===== config.mk =====
export PLATFORM = sky130hd
export DESIGN_NAME = pttd_cfg
export DESIGN_NICKNAME = d
export VERILOG_FILES = /design/src/rtl/pttd_pkg.sv /design/src/rtl/pttd_cfg.sv
export SDC_FILE = /design/constraint.sdc
export NUM_CORES = 1
export LEC_CHECK = 0
export BUFFER_PORTS_ARGS = -buffer_cell sky130_fd_sc_hd__buf_4
export CAP_MARGIN = 0
export CORE_UTILIZATION = 48
export CTS_CLUSTER_SIZE = 16
export DETAILED_ROUTE_END_ITERATION = 6
export GPL_ROUTABILITY_DRIVEN = 0
export HOLD_SLACK_MARGIN = 0.06
export PLACE_DENSITY = 0.95
export RECOVER_POWER = 50
export SLEW_MARGIN = 10
export SYNTH_ARGS = -nofsm -noshare
export SYNTH_HDL_FRONTEND = slang
export SYNTH_SLANG_ARGS = --single-unit
export TNS_END_PERCENT = 10

===== constraint.sdc =====
create_clock -name clk -period 2.1 [get_ports clk]
set_input_delay 0 -clock clk [delete_from_list [all_inputs] [get_ports clk]]
set_output_delay 0 -clock clk [all_outputs]
set_load 0.01 [all_outputs]

===== src/rtl/pttd_pkg.sv =====
// shared types, codes and helpers of the pattern token pixel decoder
package pttd_pkg;

	// fixed field widths
	localparam int DIM_W   = 12;
	localparam int TRANS_W = 9;
	localparam int LEN_W   = 4;
	localparam int VAL_W   = 32;
	localparam int ADDR_W  = 24;
	localparam int PADDR_W = 4;
	localparam int PDATA_W = 32;

	// command codes
	localparam logic [1:0] CMD_CLEAR  = 2'd0;
	localparam logic [1:0] CMD_LOAD   = 2'd1;
	localparam logic [1:0] CMD_DECODE = 2'd2;

	// error codes
	localparam logic [1:0] ERR_OK       = 2'd0;
	localparam logic [1:0] ERR_FULL     = 2'd1;
	localparam logic [1:0] ERR_NO_MATCH = 2'd2;
	localparam logic [1:0] ERR_COMPLETE = 2'd3;

	// register indexes
	localparam logic [1:0] REG_WIDTH  = 2'd0;
	localparam logic [1:0] REG_HEIGHT = 2'd1;
	localparam logic [1:0] REG_STRIDE = 2'd2;
	localparam logic [1:0] REG_TRANSP = 2'd3;

	typedef enum logic [1:0] {
		ST_IDLE,
		ST_SCAN,
		ST_EMIT
	} state_t;

	// configuration as seen by the engine
	typedef struct packed {
		logic [DIM_W-1:0]   width;
		logic [DIM_W-1:0]   height;
		logic [DIM_W-1:0]   stride;
		logic [TRANS_W-1:0] transp;
	} cfg_t;

	// one result transaction
	typedef struct packed {
		logic              we;
		logic [ADDR_W-1:0] addr;
		logic [VAL_W-1:0]  pix;
		logic [LEN_W-1:0]  used;
		logic              done;
		logic [1:0]        err;
	} res_t;

	// byte mask covering the first len characters
	function automatic logic [63:0] prefix_mask(input logic [LEN_W-1:0] len);
		logic [63:0] m;
		m = '0;
		for (int b = 0; b < 8; b++) begin
			if (LEN_W'(b) < len) begin
				m[b*8 +: 8] = 8'hFF;
			end
		end
		return m;
	endfunction

endpackage


===== src/rtl/pttd_cfg.sv =====
// apb configuration registers
module pttd_cfg
	import pttd_pkg::*;
(
	input  logic               clk,
	input  logic               arst_n,
	input  logic               psel,
	input  logic               penable,
	input  logic               pwrite,
	input  logic [PADDR_W-1:0] paddr,
	input  logic [PDATA_W-1:0] pwdata,
	output logic [PDATA_W-1:0] prdata,
	output logic               pready,
	output cfg_t               cfg
);

	logic       wr_en;
	logic [1:0] reg_idx;
	cfg_t       cfg_q;

	assign pready  = 1'b1;
	assign wr_en   = psel & penable & pwrite;
	assign reg_idx = paddr[3:2];
	assign cfg     = cfg_q;

	// register writes
	always_ff @(posedge clk or negedge arst_n) begin
		if (!arst_n) begin
			cfg_q.width  <= '0;
			cfg_q.height <= '0;
			cfg_q.stride <= '0;
			cfg_q.transp <= '1;
		end else if (wr_en) begin
			unique case (reg_idx)
				REG_WIDTH:  cfg_q.width  <= pwdata[DIM_W-1:0];
				REG_HEIGHT: cfg_q.height <= pwdata[DIM_W-1:0];
				REG_STRIDE: cfg_q.stride <= pwdata[DIM_W-1:0];
				REG_TRANSP: cfg_q.transp <= pwdata[TRANS_W-1:0];
				default: ;
			endcase
		end
	end

	// read mux
	always_comb begin
		prdata = '0;
		unique case (reg_idx)
			REG_WIDTH:  prdata = PDATA_W'(cfg_q.width);
			REG_HEIGHT: prdata = PDATA_W'(cfg_q.height);
			REG_STRIDE: prdata = PDATA_W'(cfg_q.stride);
			REG_TRANSP: prdata = PDATA_W'(cfg_q.transp);
			default:    prdata = '0;
		endcase
	end

endmodule


==> metrics.md <==
| Metric | Value |
|---|---|
| CP Cell Sequence | clkbuf_4 -> and3_1 -> nor3b_1 -> buf_4 -> mux2_2 |
| Final Skew | 0 ns |
| Power Dens Cells | roughly 950 nW/um^2 |
| Worst EP required | roughly 2.3 ns |
| Die height | between 60 and 70 microns |
| TritonCTS clock tree | done |
| Num ports | ~120 |
| Antenna viol nets, final | 0 |
| Distinct cells, synth | 18 |
| Fin cells | around 280 |
| Dpl hpwl | ~3.2 mm |
| Multi-input gate area in the final layout | ~890 sq um |
| Final TNS setup | 0 ns |
| Yosys reg bits | 45 |
| Initial core utilization | 0.502 |
| Synthesized cell area | 2200 sq um |
| Nets | approximately 270 |
| Critical Path Sink Type | register |
| Die X | around 70 microns |
| Utilization after layout | 0.649 |
| Vias in the first global route | approximately 1500 |
| Starting DRC count in detailed routing | 56 |
| Max_slew headroom | 0.273 |
| Storage cell area | approximately 1100 sq um |
| Run status | finished clean |
| Crit path DAT | about 1.7 ns |
| Root Buffer | clkbuf_8 |
| # rows | 24 |
| Worst-path clk slew | roughly 0.080 ns |
| Synth-to-Final Area Change | 29.1% |
| Dpl cell area | around 2700 sq um |
| Post-synth top area cell | dfrtp_1 |
| Antenna violations before repair | 0 |
| Max stage delay on crit path | 0.73 ns |
| Global-route wire length before repair | slightly below 8 mm |
| Clock Sinks | 45 |
| Post_cts resized | 0 |
| Tot Pwr | roughly 2700 uW |
| Total GRT Usage | 0.211 |
| Crit path max fanout | 8 |
| Syn avg cell area | approximately 15 sq um |
| Max-Cap Viols | 0 |
| N_diodes | 0 |
| P_leak | around 0.0013 uW |
| CTS max path bufs | 2 |
| RSZ-0062 raised after global routing | false |
| Detailed-route via count | 1430 |
| Max FFs per register | 45 |
| Die area | about 4900 sq um |
| Yosys warns | 0 |
| WL/cell | roughly 17 microns |
| # port buffers | 75 |
| Commonest non-fill, non-tap cells in the layout | 64 x buf_4, 45 x mux2_2, 36 x dfrtp_1, 21 x conb_1, 13 x dlygate4sd3_1 |
| Finished Cell Area | 2840 sq um |
| Layout cells sized above 1 | 0.582 |
| CTS H-tree depth | 2 |
| Startpoint Class | primary input |
| FF-to-FF setup slack | 1.30 ns |
| Sequential share of the synthesized area | 0.516 |
| Floorplan core area | ~4400 sq um |
| FMAX | between 0.6 and 0.7 GHz |
| Synth top area share | 0.409 |
| Final Critical Period | 1.55 ns |
| Residual DRC count | 0 |
| Worst Hold Class | primary input to register |
| Total iterations of the first detailed-routing run | 4 |
| VDD IR max | between 0.0004 and 0.0005 V |
| Worst Tran Pin Value | between 1 and 1.5 ns |
| Final count of negative-setup-slack endpoints | 0 |
| Placed insts | around 260 |
| Top post-synthesis cells by area | dfrtp_1 41%, mux2_2 23%, dfstp_2 11% |
| Total congestion overflow | 0 |
| Final worst path period share | 0.736 |
| Largest net degree at the start of global routing | 46 |
| Max-slew violations | 0 |
| Critical path's slowest cell | nor3b_1 |
| Critical setup path kind | primary input to register |
| Fin. Hold Viols | 0 |
| Total Routed Length | 4.81 mm |
| Clk_lat worst skew | a little under 0.3 ns |
| Most common cell after layout, fill and taps aside | buf_4 |
| Fill count | about 360 |
| Synthesized instance count | between 100 and 150 |
| CTS Buf Count | 5 |
| DR vias/cell | 5.04 |
through the flow:
step | setup slack (ns) | hold slack [ns]
after floorplan | 1.08 | -0.296
after global placement | 0.755 | 0.0184
after detailed placement | 0.727 | 0.0290
after CTS | 0.756 | 0.264
final | 0.555 | 0.417
after global routing | 0.497 | 0.426
synthesized netlist by cell type:
cell type	n
nor2b_1	1
and3b_2	1
nand2_1	3
mux2i_1	3
o21ai_0	3
nor3b_4	1
conb_1	2
nand3_2	1
and3_4	1
buf_4	21
mux4_2	8
mux4_1	1
buf_6	5
dfrtp_1	36
mux2_2	45
buf_2	2
nand3b_1	1
dfstp_2	9
final timing paths:
path	startpoint	to	depth (start not counted)
min reg2reg	cfg[41]	cfg[41]	1
min	paddr[3]	cfg[41]	3
min in group asynchronous	arst_n	cfg[12]	2
max in group asynchronous	arst_n	cfg[14]	2
max	pwrite	cfg[33]	5
max reg2reg	cfg[28]	cfg[28]	1
report_power, final:
part           internal [uW]  switching (uW)
Sequential              1100             155
Clock                    261             262
Combinational            536             376
Total                   1900             793
kinds of logic (layout without fill, tap and decap cells):
kind of cell | Yosys count | count (layout) | synth area share
DFF | 45 | 45 | 0.516
AOI/OAI and AO/OA | 3 | 3 | 0.00682
buffers and inverters | 28 | 97 | 0.102
other | 2 | 21 | 0.00341
muxes | 57 | 57 | 0.338
and+or+nand+nor | 9 | 9 | 0.0341
metal layers:
metal  wire length [microns]  track usage
met1                    1940        0.251
met5                       0            0
met3                     228       0.0596
met4                      14       0.0467
met2                    2620        0.380
cell type report:
cell class                 instances  share of cell area
multi-input combinational         90               0.313
timing repair buffer              90               0.234
clock buffer                       7              0.0304
sequential                        45               0.400
tap                               52              0.0229
critical path, delay by kind of cell:
family,cells,cell delay (ns)
buf+inv,2,0.42
mux,1,0.35
simple gates,2,0.95
timing repair:
action | 4_1_cts | 5_1_grt
buffers inserted | 0 | 0
endpoints found under the setup margin | 0 | 0
endpoints found under the hold margin | 81 | 0
hold buffers | 13 | 0
Note: power is estimated with default switching activity, not from simulation.
