$ cat config.mk
export PLATFORM = sky130hd
export DESIGN_NAME = pttd_engine
export DESIGN_NICKNAME = d
export VERILOG_FILES = /design/src/rtl/pttd_pkg.sv /design/src/rtl/pttd_engine.sv
export SDC_FILE = /design/constraint.sdc
export NUM_CORES = 1
export LEC_CHECK = 0
export CAP_MARGIN = 10
export CORE_MARGIN = 5
export CORE_UTILIZATION = 35
export DETAILED_ROUTE_END_ITERATION = 8
export DONT_BUFFER_PORTS = 1
export PLACE_DENSITY = 0.59
export SYNTH_ARGS = -nofsm -noshare
export SYNTH_HDL_FRONTEND = slang
export SYNTH_SLANG_ARGS = --single-unit
$ cat constraint.sdc
create_clock -name clk -period 6 [get_ports clk]
set_input_delay 0.9 -clock clk [delete_from_list [all_inputs] [get_ports clk]]
set_output_delay 0.9 -clock clk [all_outputs]
set_load 0.05 [all_outputs]
$ cat src/rtl/pttd_pkg.sv
// shared types, codes and helpers of the pattern token pixel decoder
package pttd_pkg;

	// fixed field widths
	localparam int DIM_W   = 12;
	localparam int TRANS_W = 9;
	localparam int LEN_W   = 4;
	localparam int VAL_W   = 32;
	localparam int ADDR_W  = 24;
	localparam int PADDR_W = 4;
	localparam int PDATA_W = 32;

	// command codes
	localparam logic [1:0] CMD_CLEAR  = 2'd0;
	localparam logic [1:0] CMD_LOAD   = 2'd1;
	localparam logic [1:0] CMD_DECODE = 2'd2;

	// error codes
	localparam logic [1:0] ERR_OK       = 2'd0;
	localparam logic [1:0] ERR_FULL     = 2'd1;
	localparam logic [1:0] ERR_NO_MATCH = 2'd2;
	localparam logic [1:0] ERR_COMPLETE = 2'd3;

	// register indexes
	localparam logic [1:0] REG_WIDTH  = 2'd0;
	localparam logic [1:0] REG_HEIGHT = 2'd1;
	localparam logic [1:0] REG_STRIDE = 2'd2;
	localparam logic [1:0] REG_TRANSP = 2'd3;

	typedef enum logic [1:0] {
		ST_IDLE,
		ST_SCAN,
		ST_EMIT
	} state_t;

	// configuration as seen by the engine
	typedef struct packed {
		logic [DIM_W-1:0]   width;
		logic [DIM_W-1:0]   height;
		logic [DIM_W-1:0]   stride;
		logic [TRANS_W-1:0] transp;
	} cfg_t;

	// one result transaction
	typedef struct packed {
		logic              we;
		logic [ADDR_W-1:0] addr;
		logic [VAL_W-1:0]  pix;
		logic [LEN_W-1:0]  used;
		logic              done;
		logic [1:0]        err;
	} res_t;

	// byte mask covering the first len characters
	function automatic logic [63:0] prefix_mask(input logic [LEN_W-1:0] len);
		logic [63:0] m;
		m = '0;
		for (int b = 0; b < 8; b++) begin
			if (LEN_W'(b) < len) begin
				m[b*8 +: 8] = 8'hFF;
			end
		end
		return m;
	endfunction

endpackage

$ cat src/rtl/pttd_engine.sv
// command sequencer, key table scan and raster position
module pttd_engine
	import pttd_pkg::*;
#(
	parameter int TABLE_ENTRIES = 256,
	parameter int KEY_CHARS     = 8
) (
	input  logic                                          clk,
	input  logic                                          arst_n,
	input  cfg_t                                          cfg,
	input  logic                                          in_valid,
	output logic                                          in_stall,
	input  logic [1:0]                                    cmd,
	input  logic [63:0]                                   key_bytes,
	input  logic [LEN_W-1:0]                              key_length,
	input  logic [VAL_W-1:0]                              entry_value,
	input  logic [63:0]                                   window_bytes,
	output logic                                          ram_we,
	output logic [$clog2(TABLE_ENTRIES)-1:0]              ram_waddr,
	output logic [KEY_CHARS*8+LEN_W+VAL_W-1:0]            ram_wdata,
	output logic [$clog2(TABLE_ENTRIES)-1:0]              ram_raddr,
	input  logic [KEY_CHARS*8+LEN_W+VAL_W-1:0]            ram_rdata,
	output logic                                          out_valid,
	input  logic                                          out_stall,
	output res_t                                          out_res
);

	localparam int KB    = KEY_CHARS * 8;
	localparam int IDX_W = $clog2(TABLE_ENTRIES);
	localparam int CNT_W = $clog2(TABLE_ENTRIES + 1);
	localparam int CW    = (IDX_W > 8) ? IDX_W : 8;

	state_t             state_q, state_d;
	logic [CNT_W-1:0]   count_q, count_d;
	logic [DIM_W-1:0]   column_q, column_d;
	logic [DIM_W-1:0]   row_q, row_d;
	logic [IDX_W-1:0]   idx_s1, idx_d;
	logic [KB-1:0]      win_q, win_d;
	res_t               res_q, res_d;
	logic               out_valid_q;
	res_t               out_q;
	logic               out_load;
	logic               out_free;

	logic [IDX_W-1:0]   idx_inc;
	logic               scan_last;
	logic [KB-1:0]      key_rd;
	logic [LEN_W-1:0]   len_rd;
	logic [VAL_W-1:0]   val_rd;
	logic [63:0]        mask_rd;
	logic [63:0]        mask_wr;
	logic               hit;
	logic               trans_hit;
	logic [LEN_W-1:0]   len_clamp;
	logic [DIM_W:0]     col_inc;
	logic               wrap;
	logic [DIM_W-1:0]   row_adv;
	logic [ADDR_W-1:0]  pix_addr;

	assign in_stall  = (state_q != ST_IDLE);
	assign out_free  = ~out_valid_q | ~out_stall;
	assign out_valid = out_valid_q;
	assign out_res   = out_q;

	// table entry layout: value, length, key
	assign {val_rd, len_rd, key_rd} = ram_rdata;
	assign mask_rd   = prefix_mask(len_rd);
	assign hit       = ((win_q & mask_rd[KB-1:0]) == key_rd);
	assign trans_hit = ~cfg.transp[TRANS_W-1] && (CW'(idx_s1) == CW'(cfg.transp[7:0]));
	assign idx_inc   = idx_s1 + IDX_W'(1);
	assign scan_last = ((CNT_W'(idx_s1) + CNT_W'(1)) == count_q);

	// load entry formatting
	assign len_clamp = (key_length > LEN_W'(KEY_CHARS)) ? LEN_W'(KEY_CHARS) : key_length;
	assign mask_wr   = prefix_mask(len_clamp);

	// raster position and destination address
	assign col_inc  = {1'b0, column_q} + (DIM_W+1)'(1);
	assign wrap     = (col_inc >= {1'b0, cfg.width});
	assign row_adv  = wrap ? (row_q + DIM_W'(1)) : row_q;
	assign pix_addr = ADDR_W'(column_q) + (ADDR_W'(row_q) * ADDR_W'(cfg.stride));

	// state register and control
	always_ff @(posedge clk or negedge arst_n) begin
		if (!arst_n) begin
			state_q     <= ST_IDLE;
			count_q     <= '0;
			column_q    <= '0;
			row_q       <= '0;
			out_valid_q <= 1'b0;
		end else begin
			state_q  <= state_d;
			count_q  <= count_d;
			column_q <= column_d;
			row_q    <= row_d;
			if (out_load) begin
				out_valid_q <= 1'b1;
			end else if (~out_stall) begin
				out_valid_q <= 1'b0;
			end
		end
	end

	// payload registers
	always_ff @(posedge clk) begin
		idx_s1 <= idx_d;
		win_q  <= win_d;
		res_q  <= res_d;
		if (out_load) begin
			out_q <= res_q;
		end
	end

	// next state and outputs
	always_comb begin
		state_d   = state_q;
		count_d   = count_q;
		column_d  = column_q;
		row_d     = row_q;
		idx_d     = idx_s1;
		win_d     = win_q;
		res_d     = res_q;
		out_load  = 1'b0;
		ram_we    = 1'b0;
		ram_waddr = count_q[IDX_W-1:0];
		ram_wdata = {entry_value, len_clamp, key_bytes[KB-1:0] & mask_wr[KB-1:0]};
		ram_raddr = (state_q == ST_SCAN) ? idx_inc : '0;

		unique case (state_q)
			ST_IDLE: begin
				if (in_valid) begin
					res_d   = '0;
					state_d = ST_EMIT;
					case (cmd)
						CMD_CLEAR: begin
							count_d  = '0;
							column_d = '0;
							row_d    = '0;
						end
						CMD_LOAD: begin
							if (count_q >= CNT_W'(TABLE_ENTRIES)) begin
								res_d.err = ERR_FULL;
							end else begin
								ram_we  = 1'b1;
								count_d = count_q + CNT_W'(1);
							end
						end
						CMD_DECODE: begin
							win_d = window_bytes[KB-1:0];
							if (row_q >= cfg.height) begin
								res_d.err = ERR_COMPLETE;
							end else if (count_q == '0) begin
								res_d.err = ERR_NO_MATCH;
							end else begin
								// entry 0 is being read this cycle
								idx_d   = '0;
								state_d = ST_SCAN;
							end
						end
						default: ;
					endcase
				end
			end
			ST_SCAN: begin
				if (hit) begin
					res_d.used = len_rd;
					res_d.err  = ERR_OK;
					if (!trans_hit) begin
						res_d.we   = 1'b1;
						res_d.addr = pix_addr;
						res_d.pix  = val_rd;
					end
					column_d   = wrap ? '0 : col_inc[DIM_W-1:0];
					row_d      = row_adv;
					res_d.done = (row_adv >= cfg.height);
					state_d    = ST_EMIT;
				end else if (scan_last) begin
					res_d.err = ERR_NO_MATCH;
					state_d   = ST_EMIT;
				end else begin
					idx_d = idx_inc;
				end
			end
			ST_EMIT: begin
				if (out_free) begin
					out_load = 1'b1;
					state_d  = ST_IDLE;
				end
			end
			default: state_d = ST_IDLE;
		endcase
	end

endmodule

==> impl_metrics.env <==
export IMPL_status="completed"
export IMPL_min_path_type="in2async"
export IMPL_end_kind="flip-flop"
export IMPL_netlist_cell_type_count=69
export IMPL_drive_gt1_share_pct=5.99
export IMPL_vias=11700
export IMPL_holdWs_ps=43.9
export IMPL_avgSynthCellArea_um2=10.5
export IMPL_rsz0062_at_grt="no"
export IMPL_overflow=0
export IMPL_routed_wl_mm=45.9
export IMPL_dpl_instance_area_mm2=0.0177
export IMPL_ios=498
export IMPL_crit_type="reg2reg"
export IMPL_cts_made_buffers=27
export IMPL_remaining_drc_errors=0
export IMPL_clock_sinks=236
export IMPL_muxShareOfSynthArea_pct=0.181
export IMPL_grt_max_degree=66
export IMPL_pre_cts_ws_ps=-25.7
export IMPL_synthXorXnorAreaFrac_pct=3.71
export IMPL_firstDrtPassIters=7
export IMPL_cts_tree="done"
export IMPL_regToRegStartpoint="row_q[9]"
export IMPL_worst_slew_pin_slew_ps=1230
export IMPL_fmax_ghz=0.176
export IMPL_ys_warn_count=0
export IMPL_syn_nets=2178
export IMPL_yosys_area_share_simple_pct=17.9
export IMPL_p_per_area_mw_per_mm2=292
export IMPL_slew_viol_final=0
export IMPL_reg2regPathDepth=19
export IMPL_p_leak_nw=7.99
export IMPL_fin_nets=2137
export IMPL_clock_path_buffers=3
export IMPL_die_area_mm2=0.0538
export IMPL_antenna_found_initial=4
export IMPL_syn_inst=1639
export IMPL_r2r_end="res_q[61]"
export IMPL_finalHoldViolations=0
export IMPL_dp_hpwl_mm=36.3
export IMPL_finalInstanceArea_mm2=0.0187
export IMPL_drv_cap=0
export IMPL_netlist_area_mm2=0.0172
export IMPL_clkLatencyLatePin_ps=550
export IMPL_rows=81
export IMPL_die_w_um=232
export IMPL_ys_ff_latch=236
export IMPL_viasPerCell=5.10
export IMPL_yosys_top_cells_area="edfxtp_1 (35%), fa_1 (13%), ha_1 (8.2%)"
export IMPL_synth_top_area_cell="edfxtp_1"
export IMPL_filler_cell_count=4773
export IMPL_postRouteAntennaNets=0
export IMPL_crit_fanout=8
export IMPL_core_area_mm2=0.0488
export IMPL_post_cts_buffers=0
export IMPL_cp_required_ps=6320
export IMPL_skew_ps=28.8
export IMPL_dieHeight_um=232
export IMPL_htreeDepth=1
export IMPL_drtIter0Drc=552
export IMPL_worstSetupStartpointType="flip-flop"
export IMPL_root_buffer="clkbuf_16"
export IMPL_reg2reg_setup_slack_ps=310
export IMPL_area_delta_synth_final_pct=8.28
export IMPL_grt_pass1_vias=12100
export IMPL_setup_ws_ps=305
export IMPL_synthAdderAreaFrac_pct=21.1
export IMPL_critPathArrivalTime_ps=6020
export IMPL_synth_edf_count=200
export IMPL_wl_per_cell_um=20.1
export IMPL_initial_core_util_pct=35.3
export IMPL_synth_top_cell_area_share_pct=34.8
export IMPL_ys_flop_type="edfxtp_1"
export IMPL_relSlewSlack_pct=17.9
export IMPL_setup_viol=0
export IMPL_total_power_mw=5.45
export IMPL_gp_congestion=0.840
export IMPL_grt_pass1_wl_mm=69.4
export IMPL_period_minus_slack_ps=5690
export IMPL_synth_top_family_by_area="adder cells"
export IMPL_grt_total_usage_pct=16.4
export IMPL_vdd_drop_max_uv=243
export IMPL_synth_compound_area_share_pct=9.22
export IMPL_min_period_over_period_pct=94.9
export IMPL_clk_pin_slew_worst_paths_ps=80
export IMPL_io_buffers=0
export IMPL_async_flop_share_pct=15.3
export IMPL_ys_seq_area_share_pct=40.1
export IMPL_post_route_util_pct=38.2
repair_timing:
item / CTS / global route
setup endpoints to repair: 0 / 3
gates resized for setup: 0 / 6
hold endpoints to repair: 21 / 0
hold buffers: 1 / 0
cells in the final DEF (no fill, tap or decap), types with 7 or more instances in the layout:
cell type	Yosys	layout
a221oi_1	8	8
clkinv_1	0	7
nor3_1	22	22
o21ai_1	7	7
xnor2_1	42	42
a21oi_1	35	33
nor2_1	72	72
or2_2	9	9
nor4_1	11	11
ha_1	113	113
o21a_1	12	12
a21o_1	38	38
and2_1	130	130
buf_4	43	27
dfrtp_1	36	31
nand4_1	13	13
nor2b_1	89	89
a31oi_1	15	15
nand3_1	25	25
o22ai_1	8	8
fa_1	111	111
inv_1	210	210
nand2b_1	11	11
and3_1	11	10
a211oi_1	8	8
o32ai_1	15	15
nor4bb_1	12	12
clkbuf_16	0	27
o21ai_0	23	23
edfxtp_1	200	200
or3_1	7	7
xor2_1	31	31
nand2_1	140	140
o211ai_1	7	7
registers in the layout, indices dropped and copies added (netlist names):
register	cells
idx_s1	8
out_res	64
res_q	64
state_q	2
out_valid	1
row_q	12
win_q	64
count_q	9
column_q	12
synth_stat cells, types with 4 or more instances:
cell type and number:
nor4_1 11, nor2b_1 89, buf_6 4, o22ai_1 8
or3_1 7, xor2_1 31, and2_1 130, fa_1 111
o21ai_1 7, xnor2_1 42, a21oi_1 35, o32ai_1 15
nor3_1 22, nand2_1 140, nand2b_1 11, o21ai_0 23
clkbuf_1 43, nor4bb_1 12, nor2_1 72, inv_1 210
o21a_1 12, edfxtp_1 200, dfrtp_1 36, buf_2 5
a221oi_1 8, o2bb2ai_1 4, a311oi_1 4, buf_4 43
and3_1 11, nand4_1 13, a21o_1 38, a211oi_1 8
or2_2 9, a31oi_1 15, nand3_1 25, nor3b_1 4
ha_1 113, o22a_1 4, o211ai_1 7, a31o_2 4
cell type report:
cell class              count  area (um2)  area share [%]
diodes                      2        5.00          0.0268
clock buffers              29         683            3.66
clock inverters            21         216            1.16
inverters                 210         788            4.22
multi-input cells        1095        9010            48.3
flip-flops and latches    236        6910            37.0
well taps                 664         831            4.45
repair buffers             28         223            1.19
critical path: stages, from the launching register on:
cell	delay (ps)
dfrtp_1	460
buf_4	200
and2_1	170
fa_1	500
inv_1	60
fa_1	480
fa_1	550
inv_1	60
fa_1	530
inv_1	50
fa_1	520
inv_1	40
ha_1	360
a21o_1	180
a21o_1	170
a21oi_1	230
o22ai_1	120
a41oi_1	280
a21oi_1	160
o311ai_0	350
power breakdown:
group	switching [mW]	leakage, nW	internal, mW
clock	0.684	0.424	0.996
sequential	0.740	2.38	2.26
combinational	0.582	5.18	0.186
total	2.01	7.99	3.45
per-stage QoR:
step / cells / setup TNS, ps
2_1_floorplan: 1639 / 0
3_3_place_gp: 2232 / 0
3_5_place_dp: 2232 / -25.7
4_1_cts: 2283 / 0
5_1_grt: 2284 / 0
6_report: 2285 / 0
routing by layer:
metal	vias up	global-route usage (%)	part of all wire (%)
met5	-	0	0
met2	432	26.1	45
met3	59	5.15	8.5
met4	0	3.66	2.0
met1	5710	22.2	44
li1	5454	-	-
logic make-up (layout without fill, tap and decap cells):
group	Yosys count	count (layout)
fa+ha+maj	224	224
other cells	0	2
compound gates	224	224
mux	3	3
buf+inv	308	288
xor+xnor	73	73
simple gates	571	571
flops	236	236
worst max-delay path by stage:
| stage | from | end | slack, ps |
|---|---|---|---|
| 6_report | row_q[9] | res_q[61] | 310 |
| 5_1_grt | row_q[7] | res_q[61] | 20 |
| 4_1_cts | row_q[5] | res_q[62] | 210 |
| 3_5_place_dp | cfg[17] | res_q[62] | -30 |
| 3_3_place_gp | cfg[17] | res_q[62] | 70 |
| 2_1_floorplan | cfg[20] | res_q[56] | 100 |
(Power assumes the default switching activity.)
